## config.mk

```make
export PLATFORM = sky130hd
export DESIGN_NAME = pms_ram
export DESIGN_NICKNAME = d
export VERILOG_FILES = /design/src/hw/rtl/pms_ram.sv
export SDC_FILE = /design/constraint.sdc
export NUM_CORES = 2
export LEC_CHECK = 0
export BUFFER_PORTS_ARGS = -buffer_cell sky130_fd_sc_hd__buf_2
export CORE_MARGIN = 8
export CORE_UTILIZATION = 55
export CTS_BUF_LIST = sky130_fd_sc_hd__clkbuf_16
export CTS_CLUSTER_SIZE = 14
export DETAILED_ROUTE_END_ITERATION = 7
export HOLD_SLACK_MARGIN = 0.15
export PLACE_DENSITY_LB_ADDON = 0.25
export SETUP_SLACK_MARGIN = 0.15
export SLEW_MARGIN = 25
export SYNTH_ARGS = -nofsm -noshare
export SYNTH_HDL_FRONTEND = slang
export SYNTH_SLANG_ARGS = --single-unit
```

## constraint.sdc

```tcl
create_clock -name clock -period 6.4 [get_ports clock]
set_input_delay 0.64 -clock clock [delete_from_list [all_inputs] [get_ports clock]]
set_output_delay 0.64 -clock clock [all_outputs]
set_load 0.005 [all_outputs]
```

## src/hw/rtl/pms_ram.sv

```systemverilog
// Generic single-write, single-read RAM with a registered read port.
`default_nettype none
module pms_ram #(
   parameter int WIDTH = 64,
   parameter int DEPTH = 64
) (
   input  wire logic                     clock,
   input  wire logic                     wr_en,
   input  wire logic [$clog2(DEPTH)-1:0] wr_addr,
   input  wire logic [WIDTH-1:0]         wr_data,
   input  wire logic [$clog2(DEPTH)-1:0] rd_addr,
   output logic      [WIDTH-1:0]         rd_data
);
   logic [WIDTH-1:0] mem_ff [DEPTH];
   logic [WIDTH-1:0] rd_data_ff;

   always_ff @(posedge clock) begin
      if (wr_en) begin
         mem_ff[wr_addr] <= wr_data;
      end
      rd_data_ff <= mem_ff[rd_addr];
   end

   assign rd_data = rd_data_ff;
endmodule
`default_nettype wire

```

# Word level (Yosys, flattened, before mapping)
# Memory sizes are Yosys's and may differ from the RTL's. A register that Yosys moved wholly into a read port is not among the register bits.
# Index checks and enable logic that the tools add are counted.
# classes
muxes,2
# op_table
op,n
1-bit 2-to-1 mux,2
# totals
register_bits,0
mem_bits_rw,4096
out_inout_bits,64
memories,1
# memory_table
name,depth,word_bits,rd,rd_clocked_by_memory_dff,wr,line_no,text
mem_ff,64,64,1,1,1,14,logic [WIDTH-1:0] mem_ff [DEPTH];

# Depth between registers and ports, before layout
# depth
ltp_word,2
depth_mapped,9

# Least setup slack after synthesis
# OpenSTA, ideal clock, no wires.
# synth_timing
path_kind,in2reg
startpoint,in wr_addr[3]
endpoint,mem mem_ff[48][0] (enable)
setup_time_ns,0.564
arrival_ns,5.512
path_slack_ns,0.324
cell_stages,4
path_buffers,1
path_cell_list,clkbuf_1 nor2b_1 nand4b_1 nor3_1
# synth_rtl
item,line_no,text
"start, declared",9,"input wire logic [$clog2(DEPTH)-1:0] wr_addr,"
"end, declared",14,
# Straight into the memory's write port.

==> results.json <==
{
  "h-tree-depth": 5,
  "met1_length_um": 155000,
  "crit_top_cell": "buf_4",
  "ys_ff_latch": 4160,
  "leakagePower_nw": 55.4,
  "cts_setup_buffers": 0,
  "die_h_um": 549,
  "vias": 76100,
  "yosysWarnings": 0,
  "setup_viol": 0,
  "final-seq-area_um2": 124000,
  "cts_buffer_depth": 4,
  "syn_inst": 6598,
  "drc": 0,
  "irDropWorstVdd_mv": 0.250,
  "crit_arrival_ns": 3.83,
  "drive_gt1_frac": 0.282,
  "grt_pass1_vias": 76300,
  "grt.total_usage": 0.275,
  "min_path_type": "input port to register",
  "place_area_um2": 163000,
  "overflow": 0,
  "grt_pass1_wl_um": 587000,
  "cp.buffers_inverters": 3,
  "place_hpwl_um": 228000,
  "drt.antenna.violating_nets": 0,
  "hold_viol": 0,
  "core_um2": 283000,
  "avgSynthCellArea_um2": 23.7,
  "seq_area_frac_synth": 0.795,
  "grt_max_degree": 110,
  "tightest_slew_ns": 1.16,
  "synth_top_area_frac": 0.787,
  "antenna_found_initial": 38,
  "skew_ns": 0.0763,
  "cts-root-buf": "clkbuf_16",
  "power.density_nw_per_um2": 320,
  "nets": 7090,
  "drt_pass1_iterations": 7,
  "cp-end-kind": "register",
  "crit_path_max_fanout": 73,
  "port_buffers": 141,
  "gp_congestion": 0.827,
  "wl_met2_um": 201000,
  "crit_family": "buffers and inverters",
  "cts_buffers": 404,
  "final_cell_area_um2": 176000,
  "wl_per_cell_um": 37.6,
  "postCtsResizedCells": 0,
  "drv_cap": 0,
  "tns_ns": 0,
  "max_freq_mhz": 325,
  "final_util": 0.624,
  "yosys-top-cells-area": "edfxtp_1, mux4_2, mux2i_1, dfxtp_1, a22oi_1",
  "dr.max_layer_used": "met5",
  "num_rows": 195,
  "outcome": "complete, no violations",
  "critPathRequiredTime_ns": 7.15,
  "die_w_um": 549,
  "synth_top_area_cell": "edfxtp_1",
  "crit_type": "input port to register",
  "synthDistinctLibCells": 33,
  "clkLatencyLatePin_ns": 0.97,
  "fin_crit_sh": 0.480,
  "syn_to_final_growth_pct": 12.9,
  "clk_pin_slew_worst_paths_ns": 0.06,
  "drt-total-wl_um": 418000,
  "cts_tree": "yes",
  "hold_buffers": 1,
  "critical_path.cell_chain": "buf_8 > buf_4 > buf_4 > mux4_2 > mux2i_1 > o22ai_1 > a41oi_1 > a211oi_1",
  "fp.dieArea_um2": 302000,
  "grt_setup_unrepaired": "false",
  "cp-start-kind": "input port",
  "multi_input_area_um2": 30800,
  "fillers": 18600,
  "io_pins": 142,
  "netlist_area_um2": 156000,
  "synth_fp_nets": 6676,
  "start_util": 0.553,
  "crit_slowest_cell": "buf_4",
  "drt_iter0_drc": 11500,
  "max-slew-margin-rel": 0.224,
  "max_stage_delay_ns": 0.62,
  "routed-wl-met3_um": 46100,
  "min_period_ns": 3.07,
  "cts.sinks": 4160,
  "vias_per_cell": 6.85,
  "report.final.slew_viol_count": 0
}
==> final timing paths <==
check,cells after the start,slack (ns),startpoint,end
setup / recovery,8,3.33,rd_addr[1],rd_data[41]
hold / removal,1,0.20,wr_data[12],mem_ff[62][12]
setup reg to reg,5,4.06,mem_ff[10][48],rd_data[48]
hold reg to reg,4,0.86,mem_ff[62][0],rd_data[0]
==> routing by layer <==
layer	global-route usage	vias up
li1	-	29400
met1	0.387	41000
met2	0.439	4937
met3	0.0540	753
met4	0.0955	22
met5	0	-
==> cells in the final DEF, fill, tap and decap left out, types with 47 or more instances in the layout <==
cell type / count
clkinv_1: 113
mux4_2: 1024
clkinv_2: 84
o22ai_1: 83
inv_1: 89
a211oi_1: 63
buf_12: 48
buf_2: 88
edfxtp_1: 4096
a22oi_1: 168
dfxtp_1: 64
a22o_1: 88
mux2i_1: 135
nand2_1: 56
and3_1: 64
clkbuf_16: 406
buf_4: 226
nor2_1: 47
nor2_4: 65
==> state kept, by name (all words and copies together), names as in the netlist <==
signal,count
mem_ff,4096
rd_data,64
==> per-stage QoR <==
stage / total power (W) / std cells / setup slack, ns / hold slack (ns)
floorplan: 0.0322 / 6598 / 0.324 / 0.739
global route: 0.0578 / 11100 / 3.17 / 0.216
detailed placement: 0.0335 / 10300 / 2.35 / 0.837
global placement: 0.0334 / 10300 / 2.23 / 0.837
CTS: 0.0566 / 11100 / 3.32 / 0.163
finish: 0.0564 / 11100 / 3.33 / 0.201
==> kinds of logic after synthesis <==
| kind of cell | share of synthesized area |
|---|---|
| buf+inv | 0.0118 |
| compound gates | 0.0248 |
| flops | 0.795 |
| mux | 0.156 |
| simple gates | 0.0124 |
==> final cells by class <==
type,count,area share
Sequential cell,4160,0.704
Timing Repair Buffer,378,0.0194
Tap cell,3743,0.0265
Clock buffer,406,0.0576
Inverter,19,0.000404
Clock inverter,349,0.0170
Antenna cell,16,0.000227
Multi-Input combinational cell,2049,0.174
==> cells in the mapped netlist, drive strengths merged <==
cell type  count
buf          230
and3          64
nand4          2
mux2i        135
a31o           1
nand2b        11
nand4b         1
a2bb2oi       19
a41oi         26
a31oi         18
dfxtp         64
and2           3
or2           28
mux4        1024
o22ai         83
nor3           2
nand2         58
o221ai        38
a22o          88
clkbuf       140
nor2         112
nor2b         28
nand3         45
a211oi        63
nand3b         2
or3           29
inv           19
or3b           1
a22oi        168
edfxtp      4096
==> power by group <==
group / switching [W] / total (W) / internal [W]
combinational: 0.00165 / 0.00261 / 0.000958
clock: 0.0103 / 0.0235 / 0.0132
sequential: 0.000133 / 0.0303 / 0.0302
total: 0.0120 / 0.0564 / 0.0443
Power figures use the tool's default switching activity.
